## src/srmq_pkg.sv

```systemverilog
// Shared types and codes for the sparse-table range-minimum engine.
package srmq_pkg;

  // Command carried in the input tuser
  typedef enum logic [1:0] {
    CMD_CLEAR  = 2'd0,
    CMD_APPEND = 2'd1,
    CMD_QUERY  = 2'd2,
    CMD_NONE   = 2'd3
  } cmd_t;

  // Result status carried in the output tuser
  typedef enum logic [1:0] {
    ST_OK    = 2'd0,
    ST_RANGE = 2'd1,
    ST_FULL  = 2'd2
  } status_t;

  // Work handed from the front to the back
  typedef enum logic [1:0] {
    JOB_REPORT = 2'd0,
    JOB_APPEND = 2'd1,
    JOB_QUERY  = 2'd2
  } job_op_t;

  typedef struct packed {
    job_op_t op;
    status_t status;
  } job_ctl_t;

  localparam int JOB_CTL_W = $bits(job_ctl_t);

  // Back-end sequencer states
  typedef enum logic [1:0] {
    BK_IDLE,
    BK_APP_RD,
    BK_APP_WAIT,
    BK_QRY_WAIT
  } back_state_t;

  // Fixed widths of the stream fields
  localparam int VALUE_W  = 32;
  localparam int INDEX_W  = 10;
  localparam int MIN_W    = 32;
  localparam int IN_DATA_W  = 56;
  localparam int LEN_W      = INDEX_W + 1;
  localparam int KRAW_W     = 5;

endpackage

```

## src/srmq_front.sv

```systemverilog
// Front end: accepts command words, checks them, tracks the element count and queues jobs.
module srmq_front
  import srmq_pkg::*;
#(
  parameter int MAX_ELEMENTS = 1024,
  parameter int LEVELS       = 11,
  parameter int DATA_WIDTH   = 32
) (
  input  logic                            clk,
  input  logic                            rst_n,
  input  logic                            in_tvalid,
  output logic                            in_tready,
  input  logic [IN_DATA_W-1:0]            in_tdata,
  input  logic [1:0]                      in_tuser,
  input  logic                            q_full,
  output logic                            q_push,
  output job_ctl_t                        job_ctl,
  output logic [$clog2(LEVELS)-1:0]       job_lvl,
  output logic [$clog2(MAX_ELEMENTS)-1:0] job_idx_a,
  output logic [$clog2(MAX_ELEMENTS)-1:0] job_idx_b,
  output logic [DATA_WIDTH-1:0]           job_value
);

  localparam int AW = $clog2(MAX_ELEMENTS);
  localparam int LW = $clog2(LEVELS);
  localparam int CW = $clog2(MAX_ELEMENTS + 1);
  localparam int QW = (CW > INDEX_W) ? CW : INDEX_W;

  logic [CW-1:0]           count_r, count_nxt;
  cmd_t                    cmd;
  logic signed [VALUE_W-1:0] in_value;
  logic [INDEX_W-1:0]      in_left, in_right;
  logic [QW-1:0]           left_q, right_q, count_q;
  logic                    range_bad, store_full;
  logic [LEN_W-1:0]        len;
  logic [KRAW_W-1:0]       k_raw, k_sat;
  logic [LEN_W-1:0]        start_b;
  logic                    accept;

  // Unpack the input word
  assign cmd      = cmd_t'(in_tuser);
  assign in_value = $signed(in_tdata[VALUE_W-1:0]);
  assign in_left  = in_tdata[VALUE_W+INDEX_W-1:VALUE_W];
  assign in_right = in_tdata[VALUE_W+2*INDEX_W-1:VALUE_W+INDEX_W];

  assign in_tready = !q_full;
  assign accept    = in_tvalid && in_tready;
  assign q_push    = accept;

  // Range checks against the current count
  assign left_q     = QW'(in_left);
  assign right_q    = QW'(in_right);
  assign count_q    = QW'(count_r);
  assign range_bad  = (left_q > right_q) || (right_q >= count_q);
  assign store_full = (count_r == CW'(MAX_ELEMENTS));

  // Window level: highest set bit of the range length, held below LEVELS
  assign len = {1'b0, in_right} - {1'b0, in_left} + LEN_W'(1);

  always_comb begin
    k_raw = '0;
    for (int i = 0; i < LEN_W; i++) begin
      if (len[i]) begin
        k_raw = KRAW_W'(i);
      end
    end
    k_sat = (k_raw > KRAW_W'(LEVELS - 1)) ? KRAW_W'(LEVELS - 1) : k_raw;
  end

  assign start_b = {1'b0, in_right} + LEN_W'(1) - (LEN_W'(1) << k_sat);

  // Classify the word into a job
  always_comb begin
    job_ctl.op     = JOB_REPORT;
    job_ctl.status = ST_OK;
    job_lvl        = LW'(k_sat);
    job_idx_a      = AW'(in_left);
    job_idx_b      = AW'(start_b);
    job_value      = DATA_WIDTH'(in_value);
    count_nxt      = count_r;
    unique case (cmd)
      CMD_CLEAR: begin
        count_nxt = '0;
      end
      CMD_APPEND: begin
        if (store_full) begin
          job_ctl.status = ST_FULL;
        end else begin
          job_ctl.op = JOB_APPEND;
          job_idx_a  = count_r[AW-1:0];
          count_nxt  = count_r + CW'(1);
        end
      end
      CMD_QUERY: begin
        if (range_bad) begin
          job_ctl.status = ST_RANGE;
        end else begin
          job_ctl.op = JOB_QUERY;
        end
      end
      CMD_NONE: begin
        job_ctl.status = ST_OK;
      end
    endcase
  end

  // Advance the element count on each accepted word
  always_ff @(posedge clk) begin
    if (!rst_n) begin
      count_r <= '0;
    end else if (accept) begin
      count_r <= count_nxt;
    end
  end

endmodule

```

## config.mk

```make
export PLATFORM = sky130hd
export DESIGN_NAME = srmq_front
export DESIGN_NICKNAME = d
export VERILOG_FILES = /design/src/srmq_pkg.sv /design/src/srmq_front.sv
export SDC_FILE = /design/constraint.sdc
export NUM_CORES = 1
export LEC_CHECK = 0
export ABC_AREA = 1
export BUFFER_PORTS_ARGS = -buffer_cell sky130_fd_sc_hd__buf_2
export CAP_MARGIN = 15
export CORE_ASPECT_RATIO = 1.2
export CORE_UTILIZATION = 47
export DETAILED_ROUTE_END_ITERATION = 8
export PLACE_DENSITY = 0.78
export SYNTH_ARGS = -nofsm -noshare
export SYNTH_HDL_FRONTEND = slang
export SYNTH_SLANG_ARGS = --single-unit
```

## constraint.sdc

```tcl
create_clock -name clk -period 10.11 [get_ports clk]
set_input_delay 1.5165 -clock clk [delete_from_list [all_inputs] [get_ports clk]]
set_output_delay 1.5165 -clock clk [all_outputs]
set_load 0.01 [all_outputs]
```

Yosys cells after proc, flatten, opt, wreduce, memory -nomap -nowiden
Index checks and enable logic that the tools add are counted.
{ "word_totals": {"latchBits": 0, "out_inout_bits": 62, "mem_count": 0, "ff_bits": 11, "word_cells": 41, "romBits": 0, "mem_bits_rw": 0, "input_bits": 62} }
{ "op_classes": {"n_addsub": 5, "n_eq_ne": 4, "mux": 21, "multipliers": 0, "div": 0, "reduce_logical": 6, "shifts": 1, "n_bitwise": 0, "n_lt_le_gt_ge": 3} }
{ "ops": {"columns": ["cell", "count"], "rows": [
  ["$mux W5", 10],
  ["$add A11 B1 Y11 const B", 2],
  ["$pmux W11 S2", 1],
  ["$mux W10", 2],
  ["$eq A11 B11 Y1 const B", 1],
  ["$ge A10 B11 Y1", 1],
  ["$mux W11", 1],
  ["$sub A10 B10 Y11", 1],
  ["$add A10 B1 Y10 const B", 1],
  ["$gt A10 B10 Y1", 1],
  ["$shl A1 B5 Y10 const A", 1],
  ["$sub A10 B10 Y10", 1],
  ["$pmux W2 S2", 2],
  ["$gt A5 B4 Y1 const B", 1],
  ["$mux W2", 2],
  ["$mux W1", 3],
  ["$reduce_and A3 Y1", 1],
  ["$eq A2 B1 Y1 const B", 1],
  ["$eq A2 B2 Y1 const B", 1],
  ["$logic_not A2 Y1", 1],
  ["$ne A2 B2 Y1 const B", 1],
  ["$reduce_bool A2 Y1", 1],
  ["$logic_and A1 B1 Y1", 1],
  ["$logic_not A1 Y1", 1],
  ["$logic_or A1 B1 Y1", 1]
]} }

Logic depth before layout (Yosys ltp)
{ "depth": {"ltp_word": 16, "depth_mapped": 30, "mapped_depth_nobuf": 30} }

Least setup slack after synthesis
No wires, ideal clock.
{ "synth_path": {"path_type": "input to output", "startpoint": "input in_tdata[43]", "endpoint": "output job_idx_b[9]", "required_ns": 8.594, "path_slack_ns": 3.696, "t_arrival_ns": 4.898, "stages": 28, "n_path_buf": 0, "path_cell_list": "inv_1 -> ha_1 -> inv_1 -> ha_1 -> fa_1 -> nand3_1 -> nand2_2 -> nand3_2 -> nand2_1 -> nand2_1 -> nand2_2 -> nor2_4 -> nand2_2 -> nand2_4 -> inv_4 -> nand2_2 -> nor2_2 -> ha_1 -> inv_1 -> ha_1 -> fa_1 -> nand3_1 -> nand2_1 -> nand4_1 -> nand3_1 -> nand2_1 -> nand4_1 -> nand2_1"} }
{ "synth_between": {"elab_chain_len": 16, "word_cells_on_any_way": 17, "cone_classes": "add/sub (4); order compare (1); shift (1); mux (11)"} }
{ "synth_rtl": {"columns": ["element", "line_no", "rtl"], "rows": [
  ["start: declaration", "srmq_front.sv:13", "input logic [IN_DATA_W-1:0] in_tdata,"],
  ["$sub A10 B10 Y11 (*)", "srmq_front.sv:58", "assign len = {1'b0, in_right} - {1'b0, in_left} + LEN_W'(1);"],
  ["$add A11 B1 Y11 (*)", "srmq_front.sv:58", null],
  ["$mux W1", "srmq_front.sv:63", "if (len[i]) begin"],
  ["$mux W5 (8 in a row)", "srmq_front.sv:63", null],
  ["$mux W5 (*)", "srmq_front.sv:63", null],
  ["$gt A5 B4 Y1", "srmq_front.sv:67", "k_sat = (k_raw > KRAW_W'(LEVELS - 1)) ? KRAW_W'(LEVELS - 1) : k_raw;"],
  ["$mux W5 (*)", "srmq_front.sv:67", null],
  ["named net job_lvl[1]", "srmq_front.sv:18", "output logic [$clog2(LEVELS)-1:0] job_lvl,"],
  ["$shl A1 B5 Y10 (*)", "srmq_front.sv:70", "assign start_b = {1'b0, in_right} + LEN_W'(1) - (LEN_W'(1) << k_sat);"],
  ["$sub A10 B10 Y10 (*)", "srmq_front.sv:70", null],
  ["end: declaration", "srmq_front.sv:20", "output logic [$clog2(MAX_ELEMENTS)-1:0] job_idx_b,"]
]} }
The timed path passes the listed nets; every way through them passes the cells marked *.

Worst setup path in the final report
{ "layout_path": {"startpoint": "input in_tdata[43]", "endpoint": "output job_idx_b[9]"} }
{ "layout_between": {"elab_chain_len": 16, "word_cells_on_any_way": 17, "cone_classes": "add/sub (4); order compare (1); shift (1); mux (11)"} }
{ "layout_rtl": {"columns": ["element", "line_no"], "rows": [
  ["$sub A10 B10 Y11", "srmq_front.sv:58"],
  ["$add A11 B1 Y11", "srmq_front.sv:58"],
  ["$mux W1", "srmq_front.sv:63"],
  ["$mux W5 (9 in a row)", "srmq_front.sv:63"],
  ["$gt A5 B4 Y1", "srmq_front.sv:67"],
  ["$mux W5", "srmq_front.sv:67"],
  ["$shl A1 B5 Y10", "srmq_front.sv:70"],
  ["$sub A10 B10 Y10 (*)", "srmq_front.sv:70"]
]} }
Every way passes the cells marked *; elsewhere a longest branch is shown, timed or not.

==> results.json <==
{
  "tns_ns": 0,
  "diodes": 0,
  "die_w_um": 75.2,
  "synth_area_leaders": "ha_1 (25%), nand2_1 (11%), inv_1 (9.3%), buf_4 (7.9%), dfxtp_1 (7.3%)",
  "gp_congestion": 0.952,
  "hold_path_depth": 2,
  "synthTopCellsByCount": "nand2_1 (88), inv_1 (75), ha_1 (61)",
  "critPathSlowestCell": "fa_1",
  "cts_tree": "yes",
  "ir_worst_vdd_mv": 0.0669,
  "hold_path.class": "reg -> reg",
  "max_cap_viol_count": 0,
  "path_max_fanout": 5,
  "core_area_um2": 6130,
  "ys_dominant_reg_cell": "dfxtp_1",
  "yosysMostFrequentCell": "nand2_1",
  "cts.sinks": 11,
  "grt_pass1_wl_mm": 11.7,
  "min_period_over_period_pct": 68.8,
  "avgViaCountPerCell": 5.15,
  "status": "complete, no violations",
  "finalClockSkew_ns": 0.00455,
  "first_pass_iters": 4,
  "grt_max_degree": 20,
  "num_vias": 2910,
  "area_growth_pct": 5.34,
  "ff2ff_path_depth": 10,
  "die_h_um": 89.9,
  "cts_setup_buffers": 0,
  "synth-warning-count": 0,
  "rsz0062_at_grt": "false",
  "dpl.hpwl_mm": 5.96,
  "die-area_um2": 6760,
  "cp.required_ns": 8.59,
  "worst-setup-path-type": "in -> out",
  "yosysUniqueCellTypes": 39,
  "finalCriticalPeriod_ns": 6.95,
  "cp_top_family": "adder cells",
  "postCtsHoldBufs": 0,
  "endpoint_kind": "output port",
  "hold_end": "count_q[8]",
  "async_flop_share_pct": 0,
  "avgSynthCellArea_um2": 6.59,
  "hold_slack_ns": 0.497,
  "layout-drive-gt1-share_pct": 20.9,
  "max_freq_mhz": 144,
  "maxSlewViolCount": 0,
  "ant_nets": 0,
  "finalSetupViolCount": 0,
  "reg2reg_setup_slack_ns": 8.25,
  "drt_iter0_drc": 86,
  "drc": 0,
  "cellPowerDensity_nw_per_um2": 88.8,
  "critical-path-top-cell-by-count": "nand2_1",
  "post_cts_resize_count": 0,
  "gr-total-overflow": 0,
  "p_leak_nw": 1.73,
  "yosysSeqAreaShare_pct": 7.28,
  "netlist_area_um2": 3020,
  "io_buffers": 55,
  "largest_reg_flops": 11,
  "synth_edf_count": 0,
  "hold_start": "count_q[8]",
  "crit-reg2reg-launch": "count_q[0]",
  "ios": 124,
  "cts.path.max_buffers": 2,
  "hold_viol": 0,
  "critPathLaunchType": "primary input",
  "cts-buffers-inserted": 3,
  "arrival_ns": 5.44,
  "ys_ff_latch": 11,
  "worst_pin_slew_ns": 0.629,
  "pre_cts_slack_ns": 3.15,
  "clk_latency_ns": 0.24,
  "grt_usage_pct": 21.4,
  "clkTransAtPathRegs_ns": 0.05,
  "rows": 31,
  "first_global_vias": 2828,
  "layout.nets": 609,
  "start_util_pct": 49.3,
  "max-slew-margin-rel_pct": 58.1,
  "synth_top_area_share_pct": 25.2,
  "cpPeakStageDelay_ns": 0.43,
  "wl_per_cell_um": 12.0,
  "setup_ws_ns": 3.16,
  "syn_inst": 459,
  "crit_buf_inv": 6,
  "root_buffer": "clkbuf_8",
  "drt-total-wl_mm": 6.79,
  "yosysTopAreaCell": "ha_1",
  "syn-num-nets": 584,
  "timing.rr.end": "count_q[5]",
  "antenna_found_initial": 0,
  "htreeDepth": 1
}
## where the power goes
group          switching (mW)  internal, mW
Clock                  0.0171        0.0277
Sequential           0.000260        0.0436
Combinational           0.120        0.0743
Total                   0.137         0.146
## worst min-delay path, cell delays in order (launching register included)
cell	delay [ns]
dfxtp_1	0.33
nand2_1	0.07
a21oi_1	0.05
## routing by layer
layer  global-route usage (%)  up-vias  part of all wire, %  routed length [um]
li1                         -     1505                    -                   -
met1                     24.7     1320                   42                2870
met2                     40.1       70                   51                3450
met3                     1.23       15                  4.8                 325
met4                     6.79        0                  2.0                 136
met5                        0        -                    0                   0
## cell families (layout without fill, tap and decap cells)
logic type / Yosys count / count (layout) / share of synthesized area (%)
XOR/XNOR: 11 / 11 / 3.19
buffers and inverters: 119 / 143 / 19.2
AND/OR/NAND/NOR: 199 / 199 / 33.5
AO/OA/AOI/OAI: 56 / 56 / 10.2
adder cells (fa/ha/maj): 63 / 63 / 26.6
flip-flops: 11 / 11 / 7.28
## placed cells by master (no fill, tap or decap), types with 2 or more instances in the layout
master,synthesis,final
nand3_1,29,29
a21oi_2,2,2
clkinv_1,2,2
xor2_1,11,11
buf_2,2,55
nor2_1,25,25
o211ai_1,2,2
ha_1,61,61
inv_2,5,5
dfxtp_1,11,11
nand2_1,88,88
nor3_1,8,8
nand2_4,6,6
o21ai_0,18,18
nor2_4,2,2
o22ai_1,2,2
nor2_2,3,3
nor3_2,2,2
fa_1,2,2
inv_1,75,75
a21oi_1,26,26
clkbuf_8,0,3
nand2_2,13,13
nand3_2,4,4
inv_4,2,2
o2111ai_1,2,2
nand4_1,12,12
## metrics by stage
step                      total power [mW]  util (%)  cells  area [um^2]
after floorplan                      0.203         -    459         3020
after global placement               0.234      51.2    561         3140
after detailed placement             0.239      51.2    561         3140
after CTS                            0.285      52.0    565         3180
after global routing                 0.312      52.0    565         3180
final                                0.283      52.0    565         3180
## layout make-up
| class | count | area [um^2] |
|---|---|---|
| repair buffers | 55 | 275 |
| multi-input cells | 329 | 2220 |
| inverters | 84 | 320 |
| fillers | 656 | 2940 |
| clock buffers | 4 | 45.0 |
| well taps | 82 | 103 |
| flip-flops and latches | 11 | 220 |
## worst max path at each step
stage | slack [ns] | cells after the start | startpoint | to
floorplan | 3.70 | 28 | in_tdata[43] | job_idx_b[9]
global placement | 3.23 | 30 | in_tdata[43] | job_idx_b[9]
detailed placement | 3.15 | 30 | in_tdata[43] | job_idx_b[9]
CTS | 3.15 | 30 | in_tdata[43] | job_idx_b[9]
global route | 2.77 | 32 | in_tdata[43] | job_idx_b[9]
finish | 3.16 | 30 | in_tdata[43] | job_idx_b[9]
Note: power is estimated with default switching activity, not from simulation.
