File: src/srmq_queue.sv
// Short job queue between the front end and the back end.
module srmq_queue #(
  parameter int WIDTH = 8,
  parameter int DEPTH = 2
) (
  input  logic             clk,
  input  logic             rst_n,
  input  logic             push,
  input  logic [WIDTH-1:0] push_data,
  input  logic             pop,
  output logic [WIDTH-1:0] head_data,
  output logic             full,
  output logic             empty
);

  localparam int PW = (DEPTH > 1) ? $clog2(DEPTH) : 1;
  localparam int NW = $clog2(DEPTH + 1);

  logic [WIDTH-1:0] slot_r [DEPTH];
  logic [PW-1:0]    wr_ptr_r, rd_ptr_r;
  logic [NW-1:0]    fill_r;
  logic             do_push, do_pop;

  assign full      = (fill_r == NW'(DEPTH));
  assign empty     = (fill_r == '0);
  assign do_push   = push && !full;
  assign do_pop    = pop && !empty;
  assign head_data = slot_r[rd_ptr_r];

  // Store pushed jobs
  always_ff @(posedge clk) begin
    if (do_push) begin
      slot_r[wr_ptr_r] <= push_data;
    end
  end

  // Advance pointers and fill level
  always_ff @(posedge clk) begin
    if (!rst_n) begin
      wr_ptr_r <= '0;
      rd_ptr_r <= '0;
      fill_r   <= '0;
    end else begin
      if (do_push) begin
        wr_ptr_r <= (wr_ptr_r == PW'(DEPTH - 1)) ? '0 : wr_ptr_r + PW'(1);
      end
      if (do_pop) begin
        rd_ptr_r <= (rd_ptr_r == PW'(DEPTH - 1)) ? '0 : rd_ptr_r + PW'(1);
      end
      if (do_push && !do_pop) begin
        fill_r <= fill_r + NW'(1);
      end else if (do_pop && !do_push) begin
        fill_r <= fill_r - NW'(1);
      end
    end
  end

endmodule

File: config.mk
export PLATFORM = sky130hd
export DESIGN_NAME = srmq_queue
export DESIGN_NICKNAME = d
export VERILOG_FILES = /design/src/srmq_queue.sv
export SDC_FILE = /design/constraint.sdc
export NUM_CORES = 1
export LEC_CHECK = 0
export ABC_CLOCK_PERIOD_IN_PS = 2100
export BUFFER_PORTS_ARGS = -buffer_cell sky130_fd_sc_hd__buf_4
export CAP_MARGIN = 15
export CORE_MARGIN = 2
export CORE_UTILIZATION = 45
export DETAILED_ROUTE_END_ITERATION = 10
export PLACE_DENSITY = 0.7
export RECOVER_POWER = 25
export SYNTH_ARGS = -nofsm -noshare
export SYNTH_HDL_FRONTEND = slang
export SYNTH_SLANG_ARGS = --single-unit
File: constraint.sdc
create_clock -name clk -period 2.1 [get_ports clk]
set_input_delay 0.21 -clock clk [delete_from_list [all_inputs] [get_ports clk]]
set_output_delay 0.21 -clock clk [all_outputs]
set_load 0.02 [all_outputs]
---- Word-level counts from Yosys, hierarchy flattened ----
Memories as Yosys holds them, arrays and structs flattened. A register that Yosys moved wholly into a read port is not among the register bits.
Cells that the tools add are included.
operators by class
  multiplexer cells ....................... 8
  add/subtract/negate cells ............... 4
  equal/unequal tests ..................... 1
  reduce and logical (&&, ||, !) cells .... 10
operator list
  kind                                              number
  two-way mux 1 bit                                 6
  logical AND 1 bit                                 4
  logical NOT 1 bit                                 4
  two-way mux 2 bit                                 2
  adder 1 bit, second input constant                2
  adder 2 x 1 -> 2 bit, second input constant       1
  equality test 2 bit, second input constant        1
  logical NOT 2 bit                                 1
  nonzero test 2 bit                                1
  subtractor 2 x 1 -> 2 bit, second input constant  1
storage, ports and cells
  memory bits (writable) .................. 16
  memories ................................ 1
  bits of input ports ..................... 12
  register bits after elaboration ......... 4
memory list
  name    words  bits a word  read ports  clocked after memory_dff  wr ports  RTL line  RTL
  slot_r  2      8            1           1                         1         19        logic [WIDTH-1:0] slot_r [DEPTH];

---- Longest topological paths before layout ----
Gate-level depths: netlist of the first run.
  depth in word-level cells ............... 7
  depth in mapped cells ................... 7
  mapped depth without buffers ............ 7

---- Worst setup path before layout of the first run ----
No wires, ideal clock.
  path kind ............................... flip-flop to flip-flop
  from .................................... register fill_r[0]
  to ...................................... register fill_r[1]
  library setup time ...................... 0.070 ns
  data arrival time ....................... 1.444 ns
  cell stages (with the launch flop) ...... 7
  clock period less this slack ............ 1.514 ns
  data required time ...................... 2.030 ns
  slack ................................... 0.586 ns
  cells stage by stage .................... dfxtp_1 -> nand2b_1 -> inv_2 -> nor2_1 -> ha_1 -> or3_1 -> a21boi_1
on the way
  word-level cells in the longest chain between the ends .. 6
  elaborated cells between the ends (all ways) .. 15
  those cells by class .................... add/sub: 2; eq/ne: 1; mux: 2; reduce/logical: 10
ends and longest elaborated chain
  what                          RTL line  RTL
  from (decl)                   21        logic [NW-1:0] fill_r;
  from (signal assigned)        51        fill_r <= fill_r + NW'(1);
  from (signal assigned)        53        fill_r <= fill_r - NW'(1);
  equality test 2 bit (*)       24        assign full = (fill_r == NW'(DEPTH));
  net full                      12        output logic full,
  logical NOT 1 bit (*)         26        assign do_push = push && !full;
  logical AND 1 bit (*)         26
  logical NOT 1 bit             52        end else if (do_pop && !do_push) begin
  logical AND 1 bit             52
  nonzero test 2 bit (no line)  n/a
Mark *: on every way through the listed nets, which the timed path passes. The rest lies on a longest branch. The select of a mux whose other input is x is not followed.
A chain may end at the register's enable or synchronous reset.

==> impl.org, run 1 <==
** Worst setup path
- The kind of cell with the highest combined delay along the critical path is flip-flops.
- Of all nets on the critical path, the largest fanout is 8.
- STA puts the critical path data required time at around 1.9 ns.
- Capture point of the worst reg-to-reg path :: fill_r[1]$_SDFFE_PN0P_
- For this design, the slowest cell found on the critical path is dfxtp_1.
- The critical path runs through a total of 2 cells.
- Data on the critical path arrives at its endpoint at 1.40 ns.
- Type of destination of the critical path :: output pin
- In this design, the stage delay of the slowest critical-path cell is between 0.5 and 0.6 ns.
- The signal on the critical path passes through mux2_2 > buf_4.
- Number of buffers and inverters on the critical path :: 1
- Crit path capture :: head_data[2]
- Worst reg2reg setup slack :: 0.55 ns
- The worst register-to-register path has a depth of 6.
- The worst setup path is launched from a flip-flop.
- In this run the critical register-to-register path is launched from fill_r[0]$_SDFFE_PN0P_.
- Type of the setup path with the least slack :: flip-flop to output pin

** Status
- The run finished with clean final reports.

** Routing
- For this run, the detailed router's first-pass iteration total came to 2.
- Vias per cell :: 4.60
- Via count of the routed design :: 460
- Dividing the detail-routed wire length by the instance count gives around 12 um.
- After detailed routing, the number of remaining DRC violations is 0.
- The routed design has approximately 1200 um of wire.
- Number of DRC markers in iteration 0 :: 6
- The detail route stage leaves a number of antenna-violating nets equal to 0.

** Finish
- Post-layout utilization of the core :: 0.602
- Layout overhead on the synthesized area :: 27.0%
- Number of antenna cells inserted :: 0
- In the final layout, the share of cells above drive strength 1 is 0.480.
- After the flow finishes, the layout carries non-filler instances totaling 100.
- After filler insertion, the fill cell instance count of the layout stands at ~150.
- Fin nets :: 89

** STA
- For the finished layout, the period the worst path requires is 1.61 ns.
- Unrepaired setup endpoints after global routing :: false
- Setup Total Neg Slack :: 0 ns
- Slew at the pin with the worst max-slew slack :: 0.385 ns
- Fin. Hold Viols :: 0
- Max-slew violation total from the final report :: 0
- Clock skew after layout :: between 0.004 and 0.005 ns
- Setup violations remaining at the end of the flow were counted as 0.
- Fin crit share :: 0.767
- Based on the critical path, the design can be clocked at up to slightly above 0.6 GHz.
- Tightest slew margin relative to the limit :: 0.743
- Final hold analysis gives a worst-case slack of about 0.095 ns.

** Logic synthesis
- Number of distinct library cell variants in the gate-level netlist after synthesis :: 20
- Synthesized instance count :: 50
- Mean instance size in the synthesized netlist :: 16.2 um2
- Of the synthesized area, sequential elements account for 0.717.
- For this run, the number of Yosys warnings is 0.
- After synthesis the netlist holds a flip-flop and latch count of 21.
- In this run the cell area of the synthesized design comes to 810 um2.
- Number of nets in the synthesized netlist :: 63

** Die
- The core region is 1710 um2.
- Row Count :: 15
- In this run the horizontal extent of the chip is 46.4 um.
- Die area :: between 2000 and 2500 um2
- The initial utilization of the core area, before any placement, comes to 0.474.
- In this run the vertical extent of the chip is around 46 um.
- Number of primary I/O pins :: 22

** Global route
- The first global-routing pass estimated 1840 um of wire.
- Routing usage on met3 :: 0.0627
- Met2 usage :: 0.211
- The initial antenna violation count is 0.
- Aggregate global routing overflow :: 0
- The layer flagged by global routing as most heavily used is met2.
- For met1 alone, demand over resource in global routing was 0.147.
- For this run, the total global-route usage over all layers was measured as 0.135.
- Entering global routing, the biggest net connects 13 pins.
- The number of global-route vias before repair is about 450.

** Min path
- The path class of the tightest hold or removal check is input pin to flip-flop.

** Power
- Reported leakage power :: 0.403 nW
- Power density over cell area :: 1190 nW/um2
- Total power :: ~1.2 mW
- Maximum vdd drop :: 0.707 mV

** Clock tree
- For this design, the sink count on the clock tree is 21.
- Counting along the longest clock path gives a buffer depth of 2.
- The tree is rooted in a clkbuf_4.
- Gates resized during post-CTS repair numbered 0.
- Buffers inserted during clock tree synthesis total 3.
- Worst-path clk slew :: 0.11 ns
- # hold bufs at CTS :: 0
- Clock latency on the worst-skew pair, taken at its later pin, is 0.29 ns.
- CTS built an H-tree with a depth of 1.
- TritonCTS built the clock tree.
- # Post-CTS Setup Buffers :: 0

** Place
- Number of I/O port buffers :: 21
- RePlAce Congestion :: 0.668
- The number of placed instances, taps included, is 96.
- Summed over all nets, the half-perimeter wirelength after detailed placement is 885 um.

** Job
- The tool flagged a number of max-cap violations equal to 0.
==> layer usage <==
metal / up-vias / wire length, um / share of wire
met5: - / 0 / 0
met1: 213 / 526 / 0.43
met3: 2 / 98 / 0.081
met2: 14 / 574 / 0.47
li1: 231 / - / -
met4: 0 / 10 / 0.0083
==> layout make-up <==
type / count / area [um2] / share of cell area
clock inverters: 1 / 5.00 / 0.00487
clock buffers: 3 / 22.5 / 0.0219
inverters: 2 / 7.51 / 0.00730
repair buffers: 22 / 165 / 0.161
flip-flops and latches: 21 / 581 / 0.564
multi-input cells: 26 / 216 / 0.210
well taps: 25 / 31.3 / 0.0304
==> sequential cells by signal, indices dropped and copies added (netlist names), named ones only <==
| register | cells |
|---|---|
| wr_ptr_r | 1 |
| slot_r | 16 |
| fill_r | 2 |
| rd_ptr_r | 1 |
==> cell usage in the layout (no fill, tap or decap), types with 2 or more instances in the layout <==
cell,Yosys,final
buf_4,0,16
edfxtp_1,16,16
clkbuf_4,0,9
mux2_2,8,8
dfxtp_1,5,5
and2_1,3,3
nor2_1,2,2
xnor2_1,2,2
==> cells by family (layout without fill, tap and decap cells) <==
group	after synthesis	after routing	synth area share
compound gates	5	5	0.0402
xor+xnor	3	3	0.0325
fa+ha+maj	1	1	0.0155
buf+inv	3	28	0.0154
flops	21	21	0.717
mux	8	8	0.111
simple gates	9	9	0.0680
==> where the power goes <==
group / total [mW] / switching, mW / internal (mW)
combinational: 0.451 / 0.221 / 0.230
sequential: 0.588 / 0.0581 / 0.530
clock: 0.185 / 0.114 / 0.0708
==> synth_stat cells <==
cell      number  area, um2
a21boi_0       1       7.51
a21boi_1       1       7.51
and2_1         3       18.8
and3_1         1       6.26
buf_2          1       5.00
dfxtp_1        5        100
edfxtp_1      16        480
ha_1           1       12.5
inv_1          1       3.75
inv_2          1       3.75
mux2_2         8       90.1
nand2b_1       1       6.26
nor2_1         2       7.51
nor3_2         1       10.0
o21a_1         1       7.51
o21ai_0        1       5.00
o21ai_1        1       5.00
or3_1          1       6.26
xnor2_1        2       17.5
xor2_1         1       8.76
==> per-stage QoR <==
step / setup WS (ns) / instance area, um2
floorplan: 0.586 / 810
global placement: 0.606 / 1000
detailed placement: 0.556 / 1000
CTS: 0.463 / 1030
global route: 0.393 / 1030
finish: 0.489 / 1030
==> worst register-to-register path, stage by stage (launching register included) <==
cell	delay, ns
dfxtp_1	0.43
nand2b_1	0.18
inv_2	0.06
nor2_1	0.09
ha_1	0.26
or3_1	0.35
a21boi_1	0.13
==> how the worst min path moves through the flow <==
| stage | slack, ns | to | from | cells after the start |
|---|---|---|---|---|
| finish | 0.1 | slot_r[1][3]$_DFFE_PP_ | push_data[3] | 1 |
| CTS | 0.08 | slot_r[1][1]$_DFFE_PP_ | push_data[1] | 1 |
| global placement | 0.40 | slot_r[0][0]$_DFFE_PP_ | push_data[0] | 1 |
| floorplan | 0.31 | slot_r[0][0]$_DFFE_PP_ | push_data[0] | 0 |
| detailed placement | 0.40 | slot_r[1][0]$_DFFE_PP_ | push_data[0] | 1 |
| global route | 0.08 | slot_r[1][3]$_DFFE_PP_ | push_data[3] | 1 |
Note: power is estimated with default switching activity, not from simulation.
==> run 2: changes to the inputs <==
--- a/config.mk
+++ b/config.mk
@@ -5,7 +5,7 @@
 export SDC_FILE = /design/constraint.sdc
 export NUM_CORES = 1
 export LEC_CHECK = 0
-export ABC_CLOCK_PERIOD_IN_PS = 2100
+export ABC_CLOCK_PERIOD_IN_PS = 1600
 export BUFFER_PORTS_ARGS = -buffer_cell sky130_fd_sc_hd__buf_4
 export CAP_MARGIN = 15
 export CORE_MARGIN = 2
==> constraint.sdc (replaced) <==
create_clock -name clk -period 1.6 [get_ports clk]
set_input_delay 0.16 -clock clk [delete_from_list [all_inputs] [get_ports clk]]
set_output_delay 0.16 -clock clk [all_outputs]
set_load 0.02 [all_outputs]
==> run 2 against run 1 <==
Combinational power grew 40%. Critical path depth grew 4. Total power grew 36%. Register-to-register slack lost 0.43 ns. Clock skew is essentially flat. Design area grew 1.9%. Worst setup slack lost 0.37 ns. Cell count grew 1.0%. Utilization grew 1.2 points. First-iteration DRC count shrank 50%. Die area is the same. Sequential share of layout area shrank 0.60 points.
==> impl.org, run 2 (synthesis results as in run 1) <==
** Clock tree
- Clk Latency, worst-skew pair :: 0.29 ns (about the same)
- TritonCTS built the clock tree.
- H-tree levels :: 1 (unchanged)
- The clock transition at the registers of the reported paths is 0.11 ns (about the same).
- Num CTS Buffers :: 3 (unchanged)
- Number of buffers on the longest clock path :: 2 (unchanged)
- The count of hold-fix buffers inserted at cts came to 0 (unchanged).
- Clk Tree Root Cell :: clkbuf_4
- The total clock sinks came to 21 (unchanged).

** Worst setup path
- Worst Reg2Reg Path Length in Cells :: 6 (unchanged)
- Critical Path Source Type :: flip-flop
- The maximum fanout along the worst path is 5 (-3).
- Critical path launch point :: fill_r[1]$_SDFFE_PN0P_
- The required time at the endpoint of the critical path came to 1.84 ns (-0.05 ns).
- CP Data Arrival Time :: 1.72 ns (+0.32 ns)
- The setup path with the least slack is of type flip-flop to flip-flop.
- STA classifies the critical path endpoint as a flip-flop.
- The worst register-to-register path begins at fill_r[1]$_SDFFE_PN0P_.

** Place
- The total instance count after detailed placement was 96 (unchanged).
- The number of buffer cells added on primary ports came to 21 (unchanged).
- DPL Wire Length :: 885 um (unchanged)
- RePlAce Congestion :: 0.668 (unchanged)

** Power
- Reported net switching power :: 0.533 mW (+36%)
- Power density over cell area :: 1580 nW/um2 (+33%)
- Maximum vdd drop :: 0.963 mV (+36%)
- Net switching fraction of the power :: 0.321 (about the same)
- Part of the total power dissipated in sequential elements :: 0.475 (-0.005)
- The internal power summed over all cells was 1.13 mW (+36%).
- The leakage dissipation is 0.412 nW (+2.2%).
- The relative contribution of combinational cells to total power came to 0.379 (+0.010).
- The portion of total power attributed to the clock network is 0.146 (-0.005).

** Global route
- The initial antenna violation count came to 0 (unchanged).
- The overall fraction of global-route tracks in use came to 0.135 (unchanged).
- The wire length of the first global-routing pass is 1840 um (unchanged).
- Aggregate global routing overflow :: 0 (unchanged)
- The pin count of the biggest net entering global routing came to 13 (unchanged).
- The number of global-route vias before repair came to 446 (unchanged).

** STA
- Slew at the pin with the worst max-slew slack :: 0.386 ns (+0.00159 ns)
- Setup Total Neg Slack :: 0 ns (unchanged)
- Of the available clock period, the critical path in the final layout requires 0.926.
- Max frequency :: 0.675 GHz
- The number of hold violations in the final report came to 0 (unchanged).
- Tightest slew margin relative to the limit :: 0.742 (-0.00106)
- The largest clock skew in the final design was 0.00464 ns (+0.0000991 ns).
- The smallest clock period supported by the final layout is computed as around 1.5 ns.
- The max-slew violation count came to 0 (unchanged).
- Final number of setup-violating endpoints :: 0 (unchanged)

** Finish
- Largest reg by FF count :: slot_r
- The fraction of layout cells with a size suffix above 1 is 0.526 (+0.0463).
- The number of flip-flops in the largest register is 16 (unchanged).
- The filler-free cell count of the finished design came to 101 (+1.0%).
- Commonest cells after routing, fill and taps aside :: buf_4, edfxtp_1, clkbuf_4, mux2_2
- Fin nets :: 90 (+1.1%)
- Layout overhead on the synthesized area :: 29.5%
- Most common library cell in the layout ignoring fill and taps :: buf_4
- Biggest registers after layout :: slot_r (16), fill_r (2)
- The core utilization of the finished layout was 0.614 (+0.0117).
- The antenna diode count is 0 (unchanged).

** Routing
- Remaining antenna violation count :: 0 (unchanged)
- The routed wire length was 1270 um (+4.5%).
- The total number of vias came to 471 (+2.4%).
- Pre-antenna DRT Iters :: 2 (unchanged)
- The average detailed-routed wire length per instance is 12.5 um (+3.5%).
- Vias per cell :: 4.66 (+1.4%)
- The number of DRC markers in iteration 0 was 3 (-3).
- Total DRC errors in the routed layout :: 0 (unchanged)

** Die
- The number of placed I/O pins came to 22 (unchanged).
- The total number of placement rows was 15 (unchanged).
- The overall die height was 46.4 um (unchanged).
- The effective utilization at floorplan is 0.474 (unchanged).
- The area enclosed by the die boundary was 2150 um2 (unchanged).
- Die Wd :: 46.4 um (unchanged)
- The total core area is 1710 um2 (unchanged).

** Min path
- Worst min-delay path class :: input pin to flip-flop
- Startpoint of the most critical hold path :: push_data[3]
- The number of cells on the worst hold path is 1 (unchanged).

** Job
- Max capacitance violation total :: 0 (unchanged)

** Status
- The flow ran to the end, and the final reports show no timing, DRC or antenna violations.
[run 2: worst paths after layout]
check        slack (ns)                     end
max                0.12  fill_r[1]$_SDFFE_PN0P_
min                0.05  slot_r[1][3]$_DFFE_PP_
max reg2reg        0.12  fill_r[1]$_SDFFE_PN0P_
min reg2reg        0.59  fill_r[1]$_SDFFE_PN0P_
[run 2: final cells by class]
| class | instances | area, um2 |
|---|---|---|
| Timing Repair Buffer | 23 | 173 |
| Tap cell | 25 | 31.3 |
| Clock inverter | 1 | 5.00 |
| Inverter | 2 | 7.51 |
| Sequential cell | 21 | 586 |
| Fill cell | 146 | 659 |
| Clock buffer | 3 | 22.5 |
| Multi-Input combinational cell | 26 | 224 |
[run 2: per-stage QoR]
step	setup slack (ns)	cell area, um2	total power [mW]	hold slack, ns
after detailed placement	0.0562	1000	1.38	0.348
after global routing	-0.00128	1050	1.76	0.0266
after CTS	0.0129	1030	1.63	0.0282
final	0.119	1050	1.66	0.0454
after floorplan	0.0862	810	1.16	0.259
after global placement	0.106	1000	1.37	0.345
[run 2: worst max-delay path, stage by stage (launching register included)]
cell and delay [ns]:
dfxtp_1 0.46, nand2b_4 0.08, inv_2 0.07, nor2_1 0.04
ha_1 0.31, or3_1 0.35, a21boi_1 0.11
[run 2: power by group through the flow]
stage	logic (mW)	clock network, mW	registers, mW
after global placement	0.591	0	0.777
after detailed placement	0.599	0	0.785
after floorplan	0.418	0	0.744
after global routing	0.685	0.272	0.799
final	0.630	0.243	0.788
after CTS	0.601	0.252	0.774
[run 2: layer usage]
metal,up-vias,wire [um],GRT usage,part of all wire
met3,2,98,0.0627,0.077
li1,234,-,-,-
met4,0,10,0.0857,0.0079
met2,14,619,0.211,0.49
met1,221,536,0.147,0.42
met5,-,0,0,0
[run 2: timing repair]
item	4_1_cts	5_1_grt
gates resized for setup	0	4
setup endpoints to repair	0	9
buffers inserted	0	1
==> run 3: changes to the inputs <==
--- a/config.mk
+++ b/config.mk
@@ -12,7 +12,6 @@
 export CORE_UTILIZATION = 45
 export DETAILED_ROUTE_END_ITERATION = 10
 export PLACE_DENSITY = 0.7
-export RECOVER_POWER = 25
 export SYNTH_ARGS = -nofsm -noshare
 export SYNTH_HDL_FRONTEND = slang
 export SYNTH_SLANG_ARGS = --single-unit
==> run 3 against run 2 <==
Combinational power about the same. Critical path depth unchanged. Total power about the same. Cell count unchanged. Worst setup slack about the same. Non-clock buffer count unchanged. Via count unchanged. Maximum frequency about the same. Global-route usage unchanged.
==> impl.org, run 3 (synthesis results as in run 1) <==
** Finish
- Fin nets :: 90 (unchanged)
- Largest register FFs :: 16 (unchanged)
- Post-layout utilization of the core :: 0.614 (unchanged)
- The largest registers in the layout are slot_r (16), fill_r (2).
- Area of combinational cells with multiple inputs :: 224 um2 (unchanged)
- The fill cell total of the finished layout came to 146 (unchanged).
- Most common library cell in the layout ignoring fill and taps :: buf_4
- Layout cells sized above 1 :: 0.526 (unchanged)
- The register with the most flip-flops in the final layout is slot_r.
- Layout overhead on the synthesized area :: 29.5% (unchanged)
- Commonest cells after routing, fill and taps aside :: buf_4, edfxtp_1, mux2_2
- Number of antenna cells inserted :: 0 (unchanged)
- Flip-flop and latch area :: 586 um2 (unchanged)

** STA
- The number of failing setup endpoints in the final timing report is 0 (unchanged).
- Post-layout minimum cycle time :: 1.48 ns (+0.000147 ns)
- Max frequency :: 0.675 GHz (about the same)
- The max-slew violation count was 0 (unchanged).
- The period utilization is 0.926 (about the same).
- Clock skew after layout :: 0.00966 ns (+0.00501 ns)
- The measured slew at the worst slew-check pin was 0.385 ns (-0.00182 ns).
- The worst hold slack was 0.0397 ns (-0.00564 ns).
- Tightest slew margin relative to the limit :: 0.744 (+0.00121)
- Post-route setup slack :: 0.119 ns (-0.000147 ns)
- Fin. Hold Viols :: 0 (unchanged)

** Clock tree
- The clock transition at the registers of the reported paths was 0.11 ns (about the same).
- The clock latency of the later-clocked register in the worst-skew pair is 0.29 ns (about the same).
- The tree is rooted in a clkbuf_4.
- TritonCTS built the clock tree.
- The count of hold-fix buffers inserted at cts is 0 (unchanged).
- The total CTS buffers is 3 (unchanged).
- The total clock sinks came to 21 (unchanged).
- Number of buffers on the longest clock path :: 2 (unchanged)
- H-tree levels :: 1 (unchanged)

** Power
- Total power :: 1.66 mW (about the same)
- Reported net switching power :: 0.531 mW (-0.34%)
- Part of the power in combinational logic :: 0.380 (about the same)
- Power density over cell area :: 1580 nW/um2 (about the same)
- Maximum vdd drop :: 0.964 mV (+0.11%)
- The portion of total power attributed to the clock network was 0.145 (about the same).
- The part of the power in registers was 0.475 (about the same).
- Reported leakage power :: 0.413 nW (+0.30%)
- Design internal power :: 1.13 mW (about the same)
- Net switching fraction of the power :: 0.320 (-0.000888)

** Job
- Max capacitance violation total :: 0 (unchanged)

** Place
- The worst setup timing slack at the placement stage is 0.0562 ns (unchanged).
- The final weighted congestion in routability-driven placement is 0.668 (unchanged).
- The HPWL after detailed placement was 885 um (unchanged).
- Number of I/O port buffers :: 21 (unchanged)

** Global route
- Overall global routing resource usage :: 0.135 (unchanged)
- Pin count of the biggest net entering global routing :: 13 (unchanged)
- The initial antenna violation count is 0 (unchanged).
- The final global-route overflow total came to 0 (unchanged).
- Global-route wire length before repair :: 1840 um (unchanged)
- The number of global-route vias before repair was 446 (unchanged).

** Worst setup path
- Required time of the critical path :: 1.84 ns (about the same)
- Slowest stage delay, CP :: 0.46 ns (about the same)
- By startpoint and endpoint, the worst setup path is classified as flip-flop to flip-flop.
- Cell Chain, Critical Path :: nand2b_4 > inv_2 > nor2_1 > ha_1 > or3_1 > a21boi_1
- The critical path starts at fill_r[1]$_SDFFE_PN0P_.
- STA classifies the critical path endpoint as a flip-flop.
- On the critical path, the stage with the largest delay is an instance of dfxtp_1.
- CP Data Arrival Time :: 1.72 ns (about the same)
- Grouping stages by cell kind, the critical path spends the most delay in simple AND/OR/NAND/NOR gates.
- The worst setup path is launched from a flip-flop.
- Maximum net fanout on the critical path :: 5 (unchanged)
- R2r startpoint :: fill_r[1]$_SDFFE_PN0P_
- Number of buffers and inverters on the critical path :: 1 (unchanged)

** Min path
- In this run the most critical hold path is launched from push_data[1].
- The path class of the tightest hold or removal check is input pin to flip-flop.

** Routing
- Wire length reported by the detailed router :: 1270 um (+0.24%)
- Number of DRC markers in iteration 0 :: 3 (unchanged)
- The detailed-route vias per instance is 4.66 (unchanged).
- Remaining antenna violation count :: 0 (unchanged)
- The final routed DRC violation total is 0 (unchanged).
- The total number of vias was 471 (unchanged).
- Routed length per instance :: 12.6 um (+0.24%)
- Pre-antenna DRT Iters :: 3 (+1)

** Die
- The total core area is 1710 um2 (unchanged).
- The die span in x is 46.4 um (unchanged).
- The effective utilization at floorplan was 0.474 (unchanged).
- The total number of placement rows was 15 (unchanged).
- Die height :: 46.4 um (unchanged)
- The number of placed I/O pins came to 22 (unchanged).
- The area enclosed by the die boundary is 2150 um2 (unchanged).

** Status
- Status :: finished, final reports clean
## run 3: metal layers
metal  global-route usage  routed length [um]
met2                0.211                 607
met4               0.0857                  12
met3               0.0627                 102
met1                0.147                 545
met5                    0                   0
## run 3: power groups by stage
stage	logic, mW	registers (mW)	clock network [mW]
after floorplan	0.418	0.744	0
after global placement	0.591	0.777	0
after detailed placement	0.599	0.785	0
after CTS	0.601	0.774	0.252
after global routing	0.686	0.799	0.272
final	0.631	0.788	0.240
## run 3: worst paths after layout
kind / cells after the start / slack, ns / end
hold / removal: 1 / 0.04 / slot_r[1][1]$_DFFE_PP_
hold reg to reg: 2 / 0.59 / fill_r[1]$_SDFFE_PN0P_
setup reg to reg: 6 / 0.12 / fill_r[1]$_SDFFE_PN0P_
setup / recovery: 6 / 0.12 / fill_r[1]$_SDFFE_PN0P_
## run 3: area by class of cell
type | instances | area share
Tap cell | 25 | 0.0298
Clock inverter | 1 | 0.00477
Sequential cell | 21 | 0.558
Timing Repair Buffer | 23 | 0.165
Clock buffer | 3 | 0.0215
Multi-Input combinational cell | 26 | 0.214
Inverter | 2 | 0.00716
## run 3: what timing repair did
item,in CTS,in global routing
endpoints found under the hold margin,0,0
endpoints found under the setup margin,0,9
gates resized for setup,0,4
buffers inserted,0,1
## run 3: metrics by stage
stage	instances	cell area, um2	TNS, ns
6_report	101	1050	0
5_1_grt	101	1050	-0.00128
4_1_cts	100	1030	0
3_5_place_dp	96	1000	0
3_3_place_gp	96	1000	0
2_1_floorplan	50	810	0
